## src/hdl/gbm_pkg.sv

```systemverilog
// Package: shared types and constants of the background model.
`timescale 1ns / 1ps
package gbm_pkg;

	localparam int CFG_INDEX_W = 3;
	localparam int CFG_DATA_W  = 16;

	localparam logic [CFG_INDEX_W-1:0] REG_FRAME_WIDTH       = 3'd0;
	localparam logic [CFG_INDEX_W-1:0] REG_FRAME_HEIGHT      = 3'd1;
	localparam logic [CFG_INDEX_W-1:0] REG_LEARNING_RATE     = 3'd2;
	localparam logic [CFG_INDEX_W-1:0] REG_MATCH_FACTOR      = 3'd3;
	localparam logic [CFG_INDEX_W-1:0] REG_INITIAL_DEVIATION = 3'd4;

	localparam logic [9:0]  RST_FRAME_WIDTH       = 10'd320;
	localparam logic [9:0]  RST_FRAME_HEIGHT      = 10'd240;
	localparam logic [15:0] RST_LEARNING_RATE     = 16'd655;
	localparam logic [3:0]  RST_MATCH_FACTOR      = 4'd3;
	localparam logic [7:0]  RST_INITIAL_DEVIATION = 8'd36;

	// 1.0 in 0.16 format, one bit wider than a 0.16 word
	localparam logic [16:0] ALPHA_ONE  = 17'h10000;
	localparam logic [15:0] WEIGHT_MAX = 16'hFFFF;

	localparam int QUEUE_DEPTH = 2;

	localparam int DIV_BITS    = 16;
	localparam int DIV_STAGES  = 8;
	localparam int SQRT_IN_W   = 32;
	localparam int SQRT_STAGES = 8;

	localparam int STORE_W = 48;

	typedef enum logic [1:0] {
		OP_INIT,
		OP_UPDATE,
		OP_PASS
	} op_t;

	typedef struct packed {
		logic [9:0]  frame_width;
		logic [9:0]  frame_height;
		logic [15:0] learning_rate;
		logic [3:0]  match_factor;
		logic [7:0]  initial_deviation;
	} cfg_t;

	typedef struct packed {
		op_t        op;
		logic [7:0] pix;
	} fe_item_t;

	typedef struct packed {
		op_t                op;
		logic [7:0]         pix;
		logic [15:0]        mean;
		logic [15:0]        dev;
		logic [15:0]        wt;
		logic               match;
		logic [31:0]        decay_prod;
		logic [15:0]        wnew;
		logic               pfull;
		logic [31:0]        dev2;
		logic [15:0]        quo;
		logic signed [34:0] mprod;
		logic [15:0]        mnew;
		logic [31:0]        d2;
		logic signed [50:0] vprod;
	} back_item_t;

	typedef struct packed {
		logic busy;
		logic hazard;
		logic issue;
	} back_status_t;

endpackage

```

## src/hdl/gbm_div.sv

```systemverilog
// Pipelined restoring divider: quotient of (num << 16) / den for num < den.
`timescale 1ns / 1ps
module gbm_div (
	input  logic                      clk,
	input  logic                      en,
	input  logic [gbm_pkg::DIV_BITS-1:0] num,
	input  logic [gbm_pkg::DIV_BITS-1:0] den,
	output logic [gbm_pkg::DIV_BITS-1:0] quo
);
	import gbm_pkg::*;

	localparam int STEPS = DIV_BITS / DIV_STAGES;

	logic [DIV_BITS-1:0] rem_q [DIV_STAGES];
	logic [DIV_BITS-1:0] den_q [DIV_STAGES];
	logic [DIV_BITS-1:0] quo_q [DIV_STAGES];
	logic [DIV_BITS-1:0] rem_n [DIV_STAGES];
	logic [DIV_BITS-1:0] den_n [DIV_STAGES];
	logic [DIV_BITS-1:0] quo_n [DIV_STAGES];

	always_comb begin
		logic [DIV_BITS-1:0] r;
		logic [DIV_BITS-1:0] d;
		logic [DIV_BITS-1:0] q;
		logic [DIV_BITS:0]   t;
		for (int s = 0; s < DIV_STAGES; s++) begin
			if (s == 0) begin
				r = num;
				d = den;
				q = '0;
			end else begin
				r = rem_q[s-1];
				d = den_q[s-1];
				q = quo_q[s-1];
			end
			for (int i = 0; i < STEPS; i++) begin
				t = {r, 1'b0};
				if (t >= {1'b0, d}) begin
					t = t - {1'b0, d};
					q = {q[DIV_BITS-2:0], 1'b1};
				end else begin
					q = {q[DIV_BITS-2:0], 1'b0};
				end
				r = t[DIV_BITS-1:0];
			end
			rem_n[s] = r;
			den_n[s] = d;
			quo_n[s] = q;
		end
	end

	always_ff @(posedge clk) begin
		if (en) begin
			for (int s = 0; s < DIV_STAGES; s++) begin
				rem_q[s] <= rem_n[s];
				den_q[s] <= den_n[s];
				quo_q[s] <= quo_n[s];
			end
		end
	end

	assign quo = quo_q[DIV_STAGES-1];
endmodule

```

## config.mk

```make
export PLATFORM = sky130hd
export DESIGN_NAME = gbm_div
export DESIGN_NICKNAME = d
export VERILOG_FILES = /design/src/hdl/gbm_pkg.sv /design/src/hdl/gbm_div.sv
export SDC_FILE = /design/constraint.sdc
export NUM_CORES = 1
export LEC_CHECK = 0
export BUFFER_PORTS_ARGS = -buffer_cell sky130_fd_sc_hd__buf_2
export CAP_MARGIN = 20
export CORE_UTILIZATION = 50
export CTS_CLUSTER_SIZE = 16
export DETAILED_ROUTE_END_ITERATION = 10
export PLACE_DENSITY_LB_ADDON = 0.05
export SLEW_MARGIN = 20
export SYNTH_ARGS = -nofsm -noshare
export SYNTH_HDL_FRONTEND = slang
export SYNTH_SLANG_ARGS = --single-unit
```

## constraint.sdc

```tcl
create_clock -name clk -period 16.6 [get_ports clk]
set_input_delay 4.98 -clock clk [delete_from_list [all_inputs] [get_ports clk]]
set_output_delay 4.98 -clock clk [all_outputs]
set_load 0.01 [all_outputs]
```

Word level (Yosys, flattened, before mapping):

Memories as Yosys holds them, arrays and structs flattened.
Index checks and enable logic that the tools add are counted.

* muxes and demuxes: 34
* bitwise logic cells: 0
* reduce and logical (&&, ||, !) cells: 0
* $lt $le $gt $ge: 16
* shifts and indexed selects: 0
* equality and inequality tests: 0
* $add $sub $neg: 16
* divide/modulo/power cells: 0
* multiply operators: 0

Operators by type and width (count)
* $ge A17 B16 Y1: 16
* $mux W16: 16
* $sub A16 B16 Y16: 16
* $mux W1: 18

* latch bits: 0
* register bits after elaboration: 0
* bits in read-only memories: 0
* input bits: 34
* logic and storage cells: 69
* output and inout port bits: 16
* memories: 3
* RAM bits: 384

Memory list
* den_q: words 8, bits a word 16, read ports 7, clocked after Yosys merged registers in 0, write ports 8, line gbm_div.sv:15 `logic [DIV_BITS-1:0] den_q [DIV_STAGES];`
* quo_q: words 8, bits a word 16, read ports 8, clocked after Yosys merged registers in 0, write ports 8, line gbm_div.sv:16 `logic [DIV_BITS-1:0] quo_q [DIV_STAGES];`
* rem_q: words 8, bits a word 16, read ports 7, clocked after Yosys merged registers in 0, write ports 8, line gbm_div.sv:14 `logic [DIV_BITS-1:0] rem_q [DIV_STAGES];`

Depth between registers and ports, before layout:

An unclocked memory read counts as a cell.

* depth after elaboration: 5
* depth in mapped cells: 24
* gate-level depth less buffers: 21

Least setup slack after synthesis:

No wires, ideal clock.

* path kind: input to register
* start: input den[10] (netlist name)
* end: memory rem_q[0][10] (data pin)
* stages on the path: 21
* required time: 16.340 ns
* path buffers: 3
* data arrival time: 9.475 ns
* library setup time: 0.260 ns
* slack: 6.865 ns
* cell sequence: inv_1 -> ha_1 -> buf_2 -> a21oi_1 -> o21bai_1 -> a2111oi_2 -> o22a_1 -> a21boi_1 -> nor3_2 -> buf_4 -> mux2_2 -> ha_1 -> o21a_1 -> nor2_1 -> a21oi_1 -> a221o_1 -> a21oi_1 -> nor4bb_1 -> o21bai_2 -> buf_6 -> mux2_2

RTL lines
* start, declared: line gbm_div.sv:7 `input logic [gbm_pkg::DIV_BITS-1:0] den,`
* end, declared: line gbm_div.sv:14

==> reports/metrics.csv <==
metric;value;unit
outcome;complete, no violations;
FFs w/ async S/R, synth;0;%
register clock-pin slew on the reported worst setup and hold paths;0.06;ns
n_diodes;0;
DR WL/cell;18.4;µm
worst rel slew slack;24.7;%
hpwl dp;41.0;mm
hold_buf cts;0;
post-route ant nets;0;
R2R Path Start;den_q[4][9];
final worst path period share;59.1;%
overall global routing resource usage;22.5;%
cts bufs inserted;37;
Skew-Pair Late Insertion Delay;0.56;ns
final RePlAce weighted congestion;0.851;
adder and majority gate portion of the synthesized area;14.2;%
Die Wd;216;µm
crit path to;rem_q[0][13];
Layout Area Growth over Synthesis;9.32;%
Compound-Gate Fraction of Synth Area;16.9;%
share of cells above drive strength 1;13.4;%
fmax;0.102;GHz
Core Box Area;45300;µm²
Worst setup EP type;flip-flop;
largest family of logic cells by synthesized area;compound AO/OA/AOI/OAI gates;
Final Skew;0.0349;ns
Worst Setup SP;den[1];
CTS Buffer Depth;3;
I/O pin count;50;
reg-to-reg slack, setup;10.48;ns
vias in the first global route;16000;
H-tree levels;2;
top_reg_cell synth;edfxtp_1;
Startpoint Class;input port;
Post-synth EDFFs;296;
kind of critical path;input port to flip-flop;
die height;216;µm
Mapped Area;22900;µm²
TNS Setup;0;ns
clock root buffer master;clkbuf_16;
initial antenna violation count;2;
count leader, synth;edfxtp_1;
Yosys cell types;90;
Avg Cell Area, Syn;10.5;µm²
final WL;52.9;mm
worst reg2reg endpoint;rem_q[5][15];
die area;46700;µm²
largest net degree at the start of global routing;174;
worst min-delay path class;flip-flop to flip-flop;
PortBufs;49;
DRT iter0 DRCs;1043;
post-layout minimum cycle time;9.81;ns
Cells after Synth;2191;
Synth top area share;38.7;%
Synth top cells by count;edfxtp_1 (296), ha_1 (248), a21oi_1 (188);
Post-CTS Setup Bufs;0;
Area contributors post-synth;edfxtp_1 (39%), ha_1 (14%), mux2_2 (6.2%), xnor2_1 (4.9%), a21oi_1 (4.1%);
Remaining DRCs;0;
Final Max Slew Viols;0;
Final Hold Fails;0;
FP Rows;78;
Critical Path AT;10.08;ns
vias;16628;
Simple-Gate Fraction of Synth Area;10.2;%
xor/xnor cell area share of the yosys netlist;7.41;%
total gr overflow;0;
RSZ-0062 raised after global routing;no;
Starting Density;50.7;%
first-pass GRT wire length;83.5;mm
post_cts resized;0;
sequential-to-total area share from yosys stat;38.7;%
synthesis warning total;0;
leading area contributor after synthesis;edfxtp_1;
worst-path maximum fanout;17;
Syn Nets;2481;
max cap viols;0;
vias per cell;5.77;
post-synthesis mux area share;8.87;%
DR pass1 iterations;7;
worst r2r path cells;19;
Worst Tran Pin Value;1.13;ns
CTS tree;yes;
clock tree sinks;296;
Finish-stage setup viols;0;
Crit path required time;16.88;ns
NumNets Final;2545;
synthesized flop and latch total;296;
-- flip-flops by register name (all words and copies together), names as in the netlist --
signal,cells
quo_q,72
rem_q,112
den_q,112
-- routing by layer --
metal  vias up  share of wire [%]  track usage [%]
met5         -              0.025                0
met4         2                2.9             8.12
met3        79                4.3             2.71
met2       324                 47             37.6
met1      7919                 45             29.8
li1       8304                  -                -
-- cells in the final DEF, fill, tap and decap left out, types with 15 or more instances in the layout --
cell,instances
a21oi_1,188
nand2_1,106
nor3_1,34
o21a_1,35
ha_1,248
a21o_1,74
mux2_4,23
xnor2_1,129
nand2b_1,21
mux2_1,15
nor2_1,141
edfxtp_1,296
xor2_1,65
a211oi_1,21
inv_1,173
o21ai_0,95
and3_1,17
nor2b_1,28
o21bai_1,28
mux2_2,127
a31oi_1,16
nand3_1,31
nand4_1,29
buf_2,48
clkbuf_16,39
-- per-stage QoR --
step | utilization, % | instances | hold WS, ns | area (µm²) | worst slack [ns]
after floorplan | - | 2191 | 0.400 | 22900 | 6.86
after global placement | 52.6 | 2816 | 0.401 | 23800 | 6.36
after detailed placement | 52.6 | 2816 | 0.405 | 23800 | 6.31
after CTS | 55.4 | 2881 | 0.400 | 25100 | 6.84
after global routing | 55.4 | 2881 | 0.405 | 25100 | 6.39
final | 55.4 | 2881 | 0.401 | 25100 | 6.79
-- how the worst min path moves through the flow --
stage	from	endpoint	depth (start not counted)	slack, ns
floorplan	quo_q[0][0]	quo_q[0][18]	0	0.40
global placement	quo_q[1][37]	quo_q[1][55]	0	0.40
detailed placement	quo_q[1][25]	quo_q[1][43]	0	0.41
CTS	quo_q[1][44]	quo_q[1][62]	0	0.40
global route	quo_q[1][43]	quo_q[1][61]	0	0.40
finish	quo_q[1][44]	quo_q[1][62]	0	0.40
-- cell type report --
type	instances	area, µm²
clock inverters	23	267
multi-input cells	1690	13200
flip-flops and latches	296	8890
inverters	176	661
clock buffers	42	987
fillers	4035	20200
well taps	600	751
repair buffers	54	305
-- kinds of logic (layout without fill, tap and decap cells) --
group / after synthesis / after routing
AO/OA/AOI/OAI: 590 / 590
XOR/XNOR: 194 / 194
adder cells (fa/ha/maj): 256 / 256
buffers and inverters: 205 / 295
flip-flops: 296 / 296
multiplexers: 174 / 174
AND/OR/NAND/NOR: 476 / 476
-- worst max-delay path, stage by stage --
cell      delay (ns)
buf_2           0.13
inv_1           0.09
ha_1            0.29
nor2b_1         0.15
o31a_1          0.25
o21ai_1         0.18
a21oi_1         0.16
o21ai_0         0.20
a21boi_1        0.13
nor3_2          0.11
buf_4           0.26
mux2_2          0.38
ha_1            0.33
a21o_1          0.19
o21ai_0         0.20
a21oi_1         0.19
a221o_1         0.45
a21oi_1         0.25
nand2_1         0.10
o21bai_2        0.63
mux2_2          0.41
Power is not shown: default switching activity piles up to over one toggle a cycle in this logic, so the estimate is an artifact.
