<file path="src/hdl/gbm_pkg.sv">
// Package: shared types and constants of the background model.
`timescale 1ns / 1ps
package gbm_pkg;

	localparam int CFG_INDEX_W = 3;
	localparam int CFG_DATA_W  = 16;

	localparam logic [CFG_INDEX_W-1:0] REG_FRAME_WIDTH       = 3'd0;
	localparam logic [CFG_INDEX_W-1:0] REG_FRAME_HEIGHT      = 3'd1;
	localparam logic [CFG_INDEX_W-1:0] REG_LEARNING_RATE     = 3'd2;
	localparam logic [CFG_INDEX_W-1:0] REG_MATCH_FACTOR      = 3'd3;
	localparam logic [CFG_INDEX_W-1:0] REG_INITIAL_DEVIATION = 3'd4;

	localparam logic [9:0]  RST_FRAME_WIDTH       = 10'd320;
	localparam logic [9:0]  RST_FRAME_HEIGHT      = 10'd240;
	localparam logic [15:0] RST_LEARNING_RATE     = 16'd655;
	localparam logic [3:0]  RST_MATCH_FACTOR      = 4'd3;
	localparam logic [7:0]  RST_INITIAL_DEVIATION = 8'd36;

	// 1.0 in 0.16 format, one bit wider than a 0.16 word
	localparam logic [16:0] ALPHA_ONE  = 17'h10000;
	localparam logic [15:0] WEIGHT_MAX = 16'hFFFF;

	localparam int QUEUE_DEPTH = 2;

	localparam int DIV_BITS    = 16;
	localparam int DIV_STAGES  = 8;
	localparam int SQRT_IN_W   = 32;
	localparam int SQRT_STAGES = 8;

	localparam int STORE_W = 48;

	typedef enum logic [1:0] {
		OP_INIT,
		OP_UPDATE,
		OP_PASS
	} op_t;

	typedef struct packed {
		logic [9:0]  frame_width;
		logic [9:0]  frame_height;
		logic [15:0] learning_rate;
		logic [3:0]  match_factor;
		logic [7:0]  initial_deviation;
	} cfg_t;

	typedef struct packed {
		op_t        op;
		logic [7:0] pix;
	} fe_item_t;

	typedef struct packed {
		op_t                op;
		logic [7:0]         pix;
		logic [15:0]        mean;
		logic [15:0]        dev;
		logic [15:0]        wt;
		logic               match;
		logic [31:0]        decay_prod;
		logic [15:0]        wnew;
		logic               pfull;
		logic [31:0]        dev2;
		logic [15:0]        quo;
		logic signed [34:0] mprod;
		logic [15:0]        mnew;
		logic [31:0]        d2;
		logic signed [50:0] vprod;
	} back_item_t;

	typedef struct packed {
		logic busy;
		logic hazard;
		logic issue;
	} back_status_t;

endpackage

</file>
<file path="src/hdl/gbm_sqrt.sv">
// Pipelined digit-by-digit integer square root, two result bits per stage.
`timescale 1ns / 1ps
module gbm_sqrt (
	input  logic                         clk,
	input  logic                         en,
	input  logic [gbm_pkg::SQRT_IN_W-1:0]   radicand,
	output logic [gbm_pkg::SQRT_IN_W/2-1:0] root
);
	import gbm_pkg::*;

	localparam int RW    = SQRT_IN_W / 2;
	localparam int STEPS = RW / SQRT_STAGES;
	localparam int REMW  = RW + 2;

	logic [REMW-1:0]      rem_q  [SQRT_STAGES];
	logic [RW-1:0]        root_q [SQRT_STAGES];
	logic [SQRT_IN_W-1:0] v_q    [SQRT_STAGES];
	logic [REMW-1:0]      rem_n  [SQRT_STAGES];
	logic [RW-1:0]        root_n [SQRT_STAGES];
	logic [SQRT_IN_W-1:0] v_n    [SQRT_STAGES];

	always_comb begin
		logic [REMW+1:0]      rm;
		logic [REMW+1:0]      t;
		logic [RW-1:0]        rt;
		logic [SQRT_IN_W-1:0] v;
		for (int s = 0; s < SQRT_STAGES; s++) begin
			if (s == 0) begin
				rm = '0;
				rt = '0;
				v  = radicand;
			end else begin
				rm = (REMW+2)'(rem_q[s-1]);
				rt = root_q[s-1];
				v  = v_q[s-1];
			end
			for (int i = 0; i < STEPS; i++) begin
				rm = {rm[REMW-1:0], v[SQRT_IN_W-1:SQRT_IN_W-2]};
				v  = {v[SQRT_IN_W-3:0], 2'b00};
				t  = {2'b00, rt, 2'b01};
				if (rm >= t) begin
					rm = rm - t;
					rt = {rt[RW-2:0], 1'b1};
				end else begin
					rt = {rt[RW-2:0], 1'b0};
				end
			end
			rem_n[s]  = rm[REMW-1:0];
			root_n[s] = rt;
			v_n[s]    = v;
		end
	end

	always_ff @(posedge clk) begin
		if (en) begin
			for (int s = 0; s < SQRT_STAGES; s++) begin
				rem_q[s]  <= rem_n[s];
				root_q[s] <= root_n[s];
				v_q[s]    <= v_n[s];
			end
		end
	end

	assign root = root_q[SQRT_STAGES-1];
endmodule

</file>
<file path="config.mk">
export PLATFORM = sky130hd
export DESIGN_NAME = gbm_sqrt
export DESIGN_NICKNAME = d
export VERILOG_FILES = /design/src/hdl/gbm_pkg.sv /design/src/hdl/gbm_sqrt.sv
export SDC_FILE = /design/constraint.sdc
export NUM_CORES = 1
export LEC_CHECK = 0
export BUFFER_PORTS_ARGS = -buffer_cell sky130_fd_sc_hd__buf_2
export CAP_MARGIN = 20
export CORE_MARGIN = 3
export CORE_UTILIZATION = 60
export DETAILED_ROUTE_END_ITERATION = 12
export PLACE_DENSITY_LB_ADDON = 0.25
export SYNTH_ARGS = -nofsm -noshare
export SYNTH_HDL_FRONTEND = slang
export SYNTH_SLANG_ARGS = --single-unit
</file>
<file path="constraint.sdc">
create_clock -name clk -period 6.3 [get_ports clk]
set_clock_uncertainty 0.1 [all_clocks]
set_input_delay 0.315 -clock clk [delete_from_list [all_inputs] [get_ports clk]]
set_output_delay 0.315 -clock clk [all_outputs]
set_load 0.005 [all_outputs]
</file>
* After elaboration in Yosys (flattened, before gate mapping)
Memories as Yosys holds them, arrays and structs flattened.
Cells that the tools add are included.
** Word-level totals
- Output and inout bits :: 16
- Bits of input ports :: 34
- RAM bits :: 496
- Register bits :: 0
- Memories :: 3
** Memories
- v_q :: words 8, width 28, rd ports 7, clocked after Yosys merged registers in 0, write ports 8, line gbm_sqrt.sv:17 : logic [SQRT_IN_W-1:0] v_q [SQRT_STAGES];
- rem_q :: words 8, width 18, rd ports 7, clocked after Yosys merged registers in 0, write ports 8, line gbm_sqrt.sv:15 : logic [REMW-1:0] rem_q [SQRT_STAGES];
- root_q :: words 8, width 16, rd ports 8, clocked after Yosys merged registers in 0, write ports 8, line gbm_sqrt.sv:16 : logic [RW-1:0] root_q [SQRT_STAGES];
** Cells by class
- $lt $le $gt $ge :: 16
- Muxes and demuxes :: 34
- Add/sub/neg operators :: 16
** Operators by type and width (count)
- two-way mux 18 bit :: 16
- greater-or-equal comparator 20 x 18 -> 1 bit :: 14
- subtractor 18 bit :: 14
- greater-or-equal comparator 20 x 3 -> 1 bit :: 1
- two-way mux 1 bit :: 18
- subtractor 18 x 3 -> 18 bit :: 1
- subtractor 2 x 1 -> 3 bit, second input constant :: 1
- greater-or-equal comparator 2 x 1 -> 1 bit, second input constant :: 1

* Depth between registers and ports, before layout
Gate-level depths: netlist of run 1.
An unclocked memory read counts as a cell.
- Depth in word-level cells :: 5
- Depth in mapped cells :: 23

* Least setup slack after synthesis of run 1
No wires, ideal clock.
- Path kind :: register to register
- From :: mem root_q[0][48] (netlist bit)
- To :: mem rem_q[4][11] (netlist bit), data pin
- Required time :: 5.931 ns
- Path buffers :: 2
- Arrival :: 4.620 ns
- Path slack :: 1.311 ns
- Cell stages (with the launch flop) :: 22
- Clock period less this slack :: 4.989 ns
- Cell sequence :: edfxtp_1 inv_1 ha_1 nor2b_1 o311a_1 o31ai_2 nand3_2 clkbuf_1 nor2_1 nor2_1 ha_1 a21o_1 a21o_1 a2111oi_0 o32ai_1 a21oi_1 o311ai_0 nor4b_2 inv_2 buf_2 nand2_1 xor2_1
** RTL lines (line)
- start: declaration :: gbm_sqrt.sv:16
- end: declaration :: gbm_sqrt.sv:15

==> results of run 1 <==
power by group:
part           switching [uW]  leakage [uW]  internal, uW  total [uW]
combinational            1690       0.00526          1230        2910
sequential                243       0.00288          2640        2880
clock                     768      0.000520          1190        1960
total                    2700       0.00866          5050        7750
sequential cells by signal, indices dropped and copies added, names as in the netlist:
name / count
v_q: 112
root_q: 72
rem_q: 118
final timing paths:
| check | to | cells after the start |
|---|---|---|
| worst min register to register | v_q[2][24] | 0 |
| worst max register to register | rem_q[6][7] | 18 |
| worst max-delay path | rem_q[6][7] | 18 |
| worst min-delay path | rem_q[0][2] | 3 |
cells in the final DEF, fill, tap and decap left out, drive strengths merged, types with 32 or more instances in the layout:
master and count:
o21ai 80, nand3 43, inv 131, xnor2 93, edfxtp 302, clkbuf 33
ha 149, nor3 39, a21oi 140, buf 68, nor2 171, dlygate4sd3 32
a21o 51, xor2 46, nand2 121
per-stage QoR:
step	utilization	hold slack [ps]	area [um^2]
2_1_floorplan	-	300	19600
3_3_place_gp	0.640	301	20400
3_5_place_dp	0.640	305	20400
4_1_cts	0.685	32.4	21800
5_1_grt	0.685	56.2	21800
6_report	0.685	60.4	21800
logic make-up (layout without fill, tap and decap cells):
group | Yosys count | count (layout)
multiplexers | 34 | 34
AND/OR/NAND/NOR | 595 | 595
XOR/XNOR | 139 | 139
flip-flops | 302 | 302
AO/OA/AOI/OAI | 495 | 495
other | 1 | 2
buffers and inverters | 167 | 287
adder cells (fa/ha/maj) | 149 | 149
layer usage:
metal / vias up / global-route usage / share of wire
met4: 0 / 0.0640 / 0.030
met2: 486 / 0.423 / 0.46
met3: 98 / 0.0352 / 0.054
met1: 7188 / 0.361 / 0.45
met5: - / 0 / 0
li1: 7301 / - / -
final cells by class:
| cell class | count | area share |
|---|---|---|
| flip-flops and latches | 302 | 0.416 |
| clock inverters | 24 | 0.0143 |
| repair buffers | 100 | 0.0335 |
| inverters | 130 | 0.0224 |
| multi-input cells | 1414 | 0.453 |
| clock buffers | 33 | 0.0359 |
| well taps | 435 | 0.0249 |
critical path, cell delays in order (launching register included):
cell      delay [ps]
edfxtp_1         410
ha_1             450
nand4b_1         260
nor4_1           640
nor2_1           200
nand3_1          250
buf_4            310
nor2_1            60
a21oi_1          290
ha_1             370
a21oi_1          170
o21bai_1          70
a21oi_1          260
nand2_1           90
o311ai_1         280
buf_4            240
and2_1           480
inv_2            160
mux2_2           300
==> summary by stage, run 1 <==
Synth
The post-synthesis share of cell area spent on full adders, half adders and majority gates is 0.0950. The dominant combinational cell family by area after synthesis is compound AO/OA/AOI/OAI gates. The number of different library cells used by synthesis comes to 86. The mux cell area share after synthesis is 0.0185. The top cell type's share of synthesized area is 0.462. The total standard cell area after synthesis is 19600 um^2. The synthesized design spends more area on one cell type than any other, namely edfxtp_1.

The number of synthesized flops with an enable pin is 302. After synthesis, the share of flip-flops with an asynchronous set or reset is 0. After synthesis the netlist holds a flip-flop and latch count of 302. Sorting the synthesized cells by area gives the leading types as edfxtp_1, ha_1, xnor2_1. The share of the synthesized area in compound gates (AO/OA/AOI/OAI) was 0.170. The commonest cells after synthesis are edfxtp_1, nor2_1, ha_1, a21oi_1, inv_1. Yosys instantiated no cell more often than edfxtp_1. For this run, the register share of the synthesized area comes to 0.462. Of the total synthesized cell area, the portion taken by AND, OR, NAND and NOR gates is 0.159. The number of cells produced by synthesis is 1882. Of the total synthesized cell area, the portion taken by XOR and XNOR cells is 0.0620. For this run, the number of Yosys warnings is 0.

The most used flip-flop cell after synthesis is edfxtp_1. A synthesized cell averages 10.4 um^2.

Finish
The final layout contains 2162 nets. The area occupied by multi-input gates is 9900 um^2. In the final layout, flip-flops and latches occupy 9070 um^2.

The antenna cell count is 0. The layout has 2434 filler cells. Of the cells placed in the final design, the portion with a size suffix greater than 1 is 0.0929. The area growth from synthesis to layout is 11.2%.

The final cell count without fillers is 2438.

Routing
The number of optimization iterations in the first detailed-route pass is 6. The final wirelength is 45800 um. The routed via count divided by cell count is 6.18. The routed layout has 15100 vias. For this block, the initial DRC count from the detailed router was 1195.

The routed wirelength normalized by instance count is 18.8 um. The number of nets still failing antenna checks after routing is 0. For this run, design rule violations remaining after detail routing come to 0.

Critical path
The worst setup path is captured at a flop. Along the worst path, the maximum fanout reaches 22. The type of origin of the critical path is a flop. The origin of the worst setup path is rem_q[5][9]. The slack of the worst reg-to-reg path is 660 ps. Data arrives at the worst endpoint at 5870 ps.

Data on the critical path is required at its endpoint by 6530 ps. The category of the critical setup timing path is reg -> reg. The worst register-to-register path begins at rem_q[5][9].

Global route
The initial antenna violation count was 0. The pin count of the biggest net entering global routing is 180. The first-pass GRT wire length is 73400 um.

For this run, the total global-route usage over all layers was measured as 0.256. The via count of the first global-routing pass came to 14200. The total overflow left after global routing is 0.

Die
50 I/O pins were placed. The die span in y is 187 um. The horizontal die dimension is 187 um. The initial core utilization is 0.615. The die area is 34900 um^2.

The count of standard-cell rows is 65. The area of the placeable core is 31900 um^2.

Placed design
The worst setup slack before clock tree synthesis is 800 ps. In this run, placement finished with an instance count of 2349. The count of buffers added on input and output ports is 49.

Detailed placement ended at an HPWL of 34300 um. Routability-driven placement finished with a final weighted congestion of 0.913.

Pwr
The leakage power figure is 0.00866 uW. The overall power is 7750 uW. The power density over the cells is 355 nW/um^2. Across the VDD grid, the largest voltage drop is 0.000307 V.

Clock network
The buffers inserted during post-CTS setup optimization is 0. Gates resized during post-CTS repair numbered 0. The clock latency of the later-clocked register in the worst-skew pair is 580 ps.

The clock-pin slew on the worst setup and hold paths is 60 ps. The number of levels the H-tree was split into is 1. CTS placed an instance of clkbuf_16 at the clock tree root. The maximum clock path buffer count is 3. The clock drives 302 sinks. The count of hold-fix buffers inserted at cts is 32.

TritonCTS built the clock tree. The CTS buffer count is 31.

Timing
After layout, the minimum clock period comes to 5640 ps. At the pin with the least slew margin, the transition time is 1050 ps. Adding up every negative setup slack in the final design gives 0 ps.

The final hold violation count came to 0. Once routing completed, OpenROAD measured the worst setup slack at 664 ps. Dividing the final minimum period by the clock period gives 0.895. The final count of pins violating max slew came to 0. The maximum clock rate is 177 MHz. Setup repair after global routing left no endpoint under its margin. The worst slew margin relative to its limit is 0.303.

Setup violations remaining at the end of the flow were counted as 0.

Worst hold path
The class of the tightest hold or removal check is in -> reg. The beginning of the worst hold path is radicand[30].

Status
The flow ran to the end, and the final reports show no timing, DRC or antenna violations.

Run
The number of violations of the max-capacitance limit is 0.
Note: power is estimated with default switching activity, not from simulation.
==> run 2, diff against run 1 <==
--- a/config.mk
+++ b/config.mk
@@ -8,7 +8,8 @@
 export BUFFER_PORTS_ARGS = -buffer_cell sky130_fd_sc_hd__buf_2
 export CAP_MARGIN = 20
 export CORE_MARGIN = 3
-export CORE_UTILIZATION = 60
+export CORE_UTILIZATION = 42
+export CTS_CLUSTER_SIZE = 24
 export DETAILED_ROUTE_END_ITERATION = 12
 export PLACE_DENSITY_LB_ADDON = 0.25
 export SYNTH_ARGS = -nofsm -noshare
==> run 2 against run 1 <==
Compared with the run above: first-iteration DRC count down 0.92%; combinational power down 2%; worst hold slack got worse by 17 ps; count of clock-buffer cells in the layout increased by 8; critical path depth rose by 3; final area is 1.1% higher; sequential share of layout area down 0.47 points; power hardly changed; critical endpoint is now rem_q[4][13]; largest cell class unchanged; largest power group is now registers.
==> summary by stage, run 2 (synthesis gave the netlist of run 1 again) <==
Placed design
The global placement routability congestion is 0.889 (-2.6%). The worst setup slack before clock tree synthesis is 992 ps (+191 ps). The detailed placement HPWL came to 34700 um (+1.0%). The count of buffers inserted at the top-level ports is 49 (unchanged). The cell area reported after detailed placement came to 20600 um^2 (+0.98%).

Finish
Leaving out fill and tap cells, the most frequent cell in the layout is edfxtp_1. From synthesis to final layout, the design area changed by 12.5%. The area of all placed cells without fillers was 22100 um^2 (+1.1%). The flip-flop count of the largest register, all copies and words added came to 118 (unchanged). The count of nets after finishing came to 2167 (+0.23%). The antenna cell count was 0 (unchanged). The most flop-heavy register is rem_q. The fraction of layout instances using a drive strength above 1 came to 0.0979 (+0.00505). In the final layout, the registers with the most flip-flops are rem_q (118), v_q (112), root_q (72). The library cells used most frequently in the layout, excluding fill and tap cells, are edfxtp_1, nor2_1, ha_1.

Die
The initial core utilization is 0.429 (-0.187). The die area came to 49300 um^2 (+41%). The area of the placeable core is 45800 um^2 (+44%).

The die span in y is 222 um (+19%). The count of standard-cell rows is 78 (+20%). The horizontal die dimension is 222 um (+19%).

The number of I/O pins came to 50 (unchanged).

Clock network
The number of levels the H-tree was split into is 2 (+1). The CTS buffer count is 37 (+19%). The root buffer cell is clkbuf_16. The maximum clock path buffer count is 3 (unchanged). The post-cts sizing count is 0 (unchanged).

The number of sinks handled by clock tree synthesis is 302 (unchanged). The clock latency of the later-clocked register in the worst-skew pair came to 550 ps (-30 ps). The CTS tree is done. The clock-pin slew on the worst setup and hold paths is 60 ps (about the same).

Critical path
The type of origin of the critical path is a flop. The worst setup path is captured at a flop. The largest fanout on the critical path is 15 (-32%).

The required time of the critical path is 6490 ps (-40 ps). The data arrival time of the critical path is 5610 ps (-260 ps). The setup path with the least slack is of type reg -> reg.

Routing
The routed via count divided by cell count is 5.62 (-9.2%). The final wirelength is 45900 um (+0.14%). The number of DRC markers after the initial detailed-route iteration is 1184 (-0.92%). The via total after detailed routing was 14700 (-2.7%).

The number of optimization iterations in the first detailed-route pass is 6 (unchanged). The residual DRC count came to 0 (unchanged). The routed wirelength normalized by instance count is 17.6 um (-6.5%). The number of nets still failing antenna checks after routing is 0 (unchanged).

Status
The flow ran to the end, and the final reports show no timing, DRC or antenna violations.

Timing
Setup repair after global routing left no endpoint under its margin. The fraction of the cycle the final worst path needs was 0.860 (-0.0346). The maximum clock rate is 185 MHz (+4.0%).

The pin slew with the least headroom to its limit came to 1060 ps (+15.3 ps). The number of setup violations in the final report was 0 (unchanged). The final hold violation count came to 0 (unchanged).

The final count of pins violating max slew is 0 (unchanged). The worst setup slack after layout came to 882 ps (+218 ps). The sum of negative setup slack is 0 ps (unchanged).

The final critical path time including I/O delays and setup is 5420 ps (-218 ps). The worst slew margin relative to its limit is 0.293 (-0.0102).

Global route
The via count of the first global-routing pass is 14100 (-0.73%). The global route total overflow is 0 (unchanged). The combined global-route utilization of all metal layers is 0.183 (-0.0729).

The pin count of the biggest net entering global routing is 199 (+11%). The initial antenna violation count is 0 (unchanged). The first-pass GRT wire length was 73900 um (+0.69%).

Run
The number of violations of the max-capacitance limit is 0 (unchanged).

Pwr
The maximum ir drop on the vdd rail is 0.000227 V (-26%). The power density over the cells is 351 nW/um^2 (-1.2%). The overall power is 7750 uW (about the same). The leakage power figure is 0.00870 uW (+0.39%).

Worst hold path
The path class of the tightest hold or removal check is in -> reg.
## run 2: changes by cell type in the layout (fill, tap and decap cells not counted)
cell / delta
clkinvlp_4: +1
buf_4: -1
dlygate4sd3_1: -1
clkbuf_1: +2
clkinv_4: +1
bufinv_16: -5
inv_6: +1
clkinv_1: -3
clkinv_2: +7
buf_2: +1
clkbuf_16: +6
## run 2: final timing paths
| path | depth (start not counted) | startpoint | end | slack (ps) |
|---|---|---|---|---|
| max | 21 | root_q[0][51] | rem_q[4][13] | 880 |
| min | 2 | radicand[28] | rem_q[0][0] | 40 |
| max reg2reg | 21 | root_q[0][51] | rem_q[4][13] | 880 |
| min reg2reg | 0 | v_q[3][23] | v_q[4][27] | 310 |
## run 2: cell type report
type / instances / area, um^2
Clock buffer: 41 / 941
Clock inverter: 26 / 211
Fill cell: 4133 / 23700
Timing Repair Buffer: 99 / 718
Inverter: 130 / 488
Multi-Input combinational cell: 1414 / 9900
Sequential cell: 302 / 9070
Tap cell: 600 / 751
## run 2: per-stage QoR
stage | std cells | hold slack (ps) | util
global route | 2612 | 35.9 | 0.482
finish | 2612 | 43.1 | 0.482
global placement | 2513 | 300 | 0.450
detailed placement | 2513 | 305 | 0.450
floorplan | 1883 | 300 | -
CTS | 2611 | 0.312 | 0.482
## run 2: what timing repair did
item	4_1_cts	5_1_grt
setup buffers	0	0
endpoints found under the hold margin	30	0
hold buffers	31	0
## run 2: worst max-delay path, cell delays in order, from the launching register on
cell,delay (ps)
edfxtp_1,390
inv_1,110
ha_1,290
a211oi_1,320
o21bai_1,210
o31ai_2,310
nand3_2,130
buf_4,220
nor2_1,100
nor2_1,70
ha_1,360
a21o_1,210
a21o_1,180
a2111oi_0,610
o32ai_1,190
a21oi_1,150
o311ai_0,250
nor4b_2,390
buf_4,260
inv_2,110
nand4_1,120
xnor2_1,70
## run 2: power breakdown
part           switching [uW]  internal (uW)
Clock                     843           1170
Combinational            1620           1220
Sequential                245           2640
Total                    2710           5030
## run 2: layer usage
layer / GRT usage / vias up / part of all wire
met4: 0.0623 / 0 / 0.029
met2: 0.302 / 369 / 0.47
met1: 0.249 / 6921 / 0.45
li1: - / 7304 / -
met5: 0 / - / 0
met3: 0.0262 / 77 / 0.047
==> run 3, diff against run 2 <==
--- a/config.mk
+++ b/config.mk
@@ -11,6 +11,7 @@
 export CORE_UTILIZATION = 42
 export CTS_CLUSTER_SIZE = 24
 export DETAILED_ROUTE_END_ITERATION = 12
+export GPL_TIMING_DRIVEN = 0
 export PLACE_DENSITY_LB_ADDON = 0.25
 export SYNTH_ARGS = -nofsm -noshare
 export SYNTH_HDL_FRONTEND = slang
==> run 3 against run 2 <==
Compared with the run above: combinational power about the same; clock power is 2% lower; first-iteration DRC count down 16%; final area grew 0.40%; non-clock buffer count rose by 22; die area is the same; global-route usage down 0.056 points; wire length is essentially flat; largest cell class unchanged.
==> summary by stage, run 3 (synthesis gave the netlist of run 1 again) <==
Placed design
The count of buffers inserted at the top-level ports is 49 (unchanged). The global placement routability congestion is 0.910 (+2.4%). The detailed placement HPWL is 34700 um (about the same).

The instance count after placement with tap cells included was 2534 (+0.84%). The worst setup slack before clock tree synthesis was 132 ps (-859 ps).

Routing
The number of nets still failing antenna checks after routing is 0 (unchanged). The routed metal-1 wire length is 21200 um (+2.5%). The number of DRC markers after the initial detailed-route iteration is 999 (-16%). The final wirelength was 45900 um (about the same).

The top layer reached by signal wires is met4. The number of optimization iterations in the first detailed-route pass came to 5 (-1). The residual DRC count is 0 (unchanged).

The routed via count divided by cell count is 5.68 (+1.1%). The sum of met2 wire segment lengths after detailed routing is 21300 um (-1.7%). The sum of met3 wire segment lengths after detailed routing is 2050 um (-5.1%). The via total after detailed routing is 14900 (+1.6%). The routed wirelength normalized by instance count is 17.5 um (-0.50%).

Critical path
STA classifies the critical path startpoint as a flop. The required time of the critical path was 6460 ps (-30 ps). The data arrival time of the critical path is 6070 ps (+460 ps).

The largest fanout on the critical path is 10 (-5). The category of the critical setup timing path is reg -> reg. The kind of capture point of the worst setup path is a flop.

Die
The number of I/O pins is 50 (unchanged). The count of standard-cell rows is 78 (unchanged). The die area was 49300 um^2 (unchanged).

The die span in y was 222 um (unchanged). The initial core utilization was 0.429 (unchanged). The area of the placeable core is 45800 um^2 (unchanged). The horizontal die dimension is 222 um (unchanged).

Timing
The sum of negative setup slack is 0 ps (unchanged). The maximum clock rate is 169 MHz (-8.4%). The fraction of the cycle the final worst path needs is 0.939 (+0.0786). The final hold violation count is 0 (unchanged). The worst setup slack after layout is 387 ps (-495 ps).

The final critical path time including I/O delays and setup came to 5910 ps (+495 ps). The final count of pins violating max slew is 0 (unchanged). The number of setup violations in the final report is 0 (unchanged).

The worst slew margin relative to its limit was 0.236 (-0.0566). Setup repair after global routing could not meet its margin everywhere. The pin slew with the least headroom to its limit was 1140 ps (+82.0 ps).

Finish
The antenna cell count is 0 (unchanged). The fraction of layout instances using a drive strength above 1 was 0.0957 (-0.00220). In the layout the commonest cells are edfxtp_1, nor2_1, ha_1. The most flop-heavy register is rem_q.

The flip-flop count of the largest register, all copies and words added is 118 (unchanged). The final cell count without fillers is 2627 (+0.57%). Leaving out fill and tap cells, the most frequent cell in the layout is edfxtp_1.

Compared with the post-synthesis result, the final layout area differs by 13.0%. The count of nets after finishing is 2188 (+0.97%). The largest registers in the layout are rem_q (118), v_q (112), root_q (72).

Clock network
The number of sinks handled by clock tree synthesis is 302 (unchanged). The clock latency of the later-clocked register in the worst-skew pair came to 530 ps (-20 ps). The clock-pin slew on the worst setup and hold paths is 60 ps (about the same).

TritonCTS built the clock tree. The number of levels the H-tree was split into is 2 (unchanged). The tree is rooted in a clkbuf_16. The CTS buffer count is 36 (-2.7%). The maximum clock path buffer count is 3 (unchanged).

Global route
The initial antenna violation count was 0 (unchanged). The combined global-route utilization of all metal layers is 0.183 (-0.000558). The via count of the first global-routing pass came to 14400 (+1.9%). The pin count of the biggest net entering global routing is 121 (-39%). The global route total overflow is 0 (unchanged). The first-pass GRT wire length came to 74400 um (+0.57%).

Status
The run finished with clean final reports.

Worst hold path
The min-delay analysis places its worst path in the category in -> reg.

Pwr
The power density over the cells is 347 nW/um^2 (-1.1%). The leakage power figure is 0.00870 uW (about the same). The maximum ir drop on the vdd rail is 0.000198 V (-13%). The overall power was 7690 uW (-0.69%).

Run
The number of violations of the max-capacitance limit is 0 (unchanged).
-- run 3: changes by cell type in the layout (fill, tap and decap cells not counted), sizes merged --
cell,change
clkbuf,+30
buf,-4
inv,-1
clkinv,-9
bufinv,+1
clkinvlp,-2
-- run 3: routing by layer --
layer	up-vias	GRT usage
li1	7341	-
met5	-	0
met3	83	0.0287
met1	7105	0.250
met4	0	0.0570
met2	384	0.299
-- run 3: worst max-delay path: stages, from the launching register on --
cell and delay (ps):
edfxtp_1 370, inv_1 70, ha_1 350, nor2b_1 150, o21ai_0 210, a21boi_0 170
o21a_1 230, o21ai_0 360, a21oi_1 250, o21ai_2 510, clkbuf_1 510, nand2_1 110
o31ai_1 90, ha_1 290, a21o_1 190, a21o_1 170, a21o_1 180, a21oi_1 130
o21ai_0 100, a2111oi_1 620, nor3b_1 110, a211oi_1 230, o211ai_1 130
-- run 3: layout make-up --
type	count	area [um^2]
sequential	302	9070
clock buffer	45	935
multi-input combinational	1414	9940
timing repair buffer	84	636
fill	4190	23600
clock inverter	15	173
inverter	130	488
tap	600	751
buffer	37	174
-- run 3: path summary, 6_finish.rpt --
path	from	end	slack, ps	cells after the start
hold reg to reg	v_q[0][18]	v_q[1][22]	320	0
setup reg to reg	root_q[1][32]	root_q[1][48]	390	22
hold / removal	radicand[28]	rem_q[0][0]	50	2
setup / recovery	root_q[1][32]	root_q[1][48]	390	22
-- run 3: power breakdown --
part	internal [uW]	leakage (uW)	total (uW)	switching [uW]
combinational	1220	0.00529	2850	1630
clock	1180	0.000529	1960	789
sequential	2640	0.00288	2880	240
total	5030	0.00870	7690	2660
-- run 3: stage by stage --
step                hold slack [ps]  instance area [um^2]   util
finish                         54.8                 22200  0.484
CTS                            16.9                 22100  0.483
floorplan                       300                 19600      -
global route                   27.3                 22200  0.484
global placement                300                 20600  0.450
detailed placement              305                 20700  0.452
-- run 3: repair_timing --
item                                    CTS  global route
resized for setup                         0            16
setup buffers                             0             2
endpoints found under the setup margin    0            52
hold buffers                             31             0
endpoints found under the hold margin    30             0
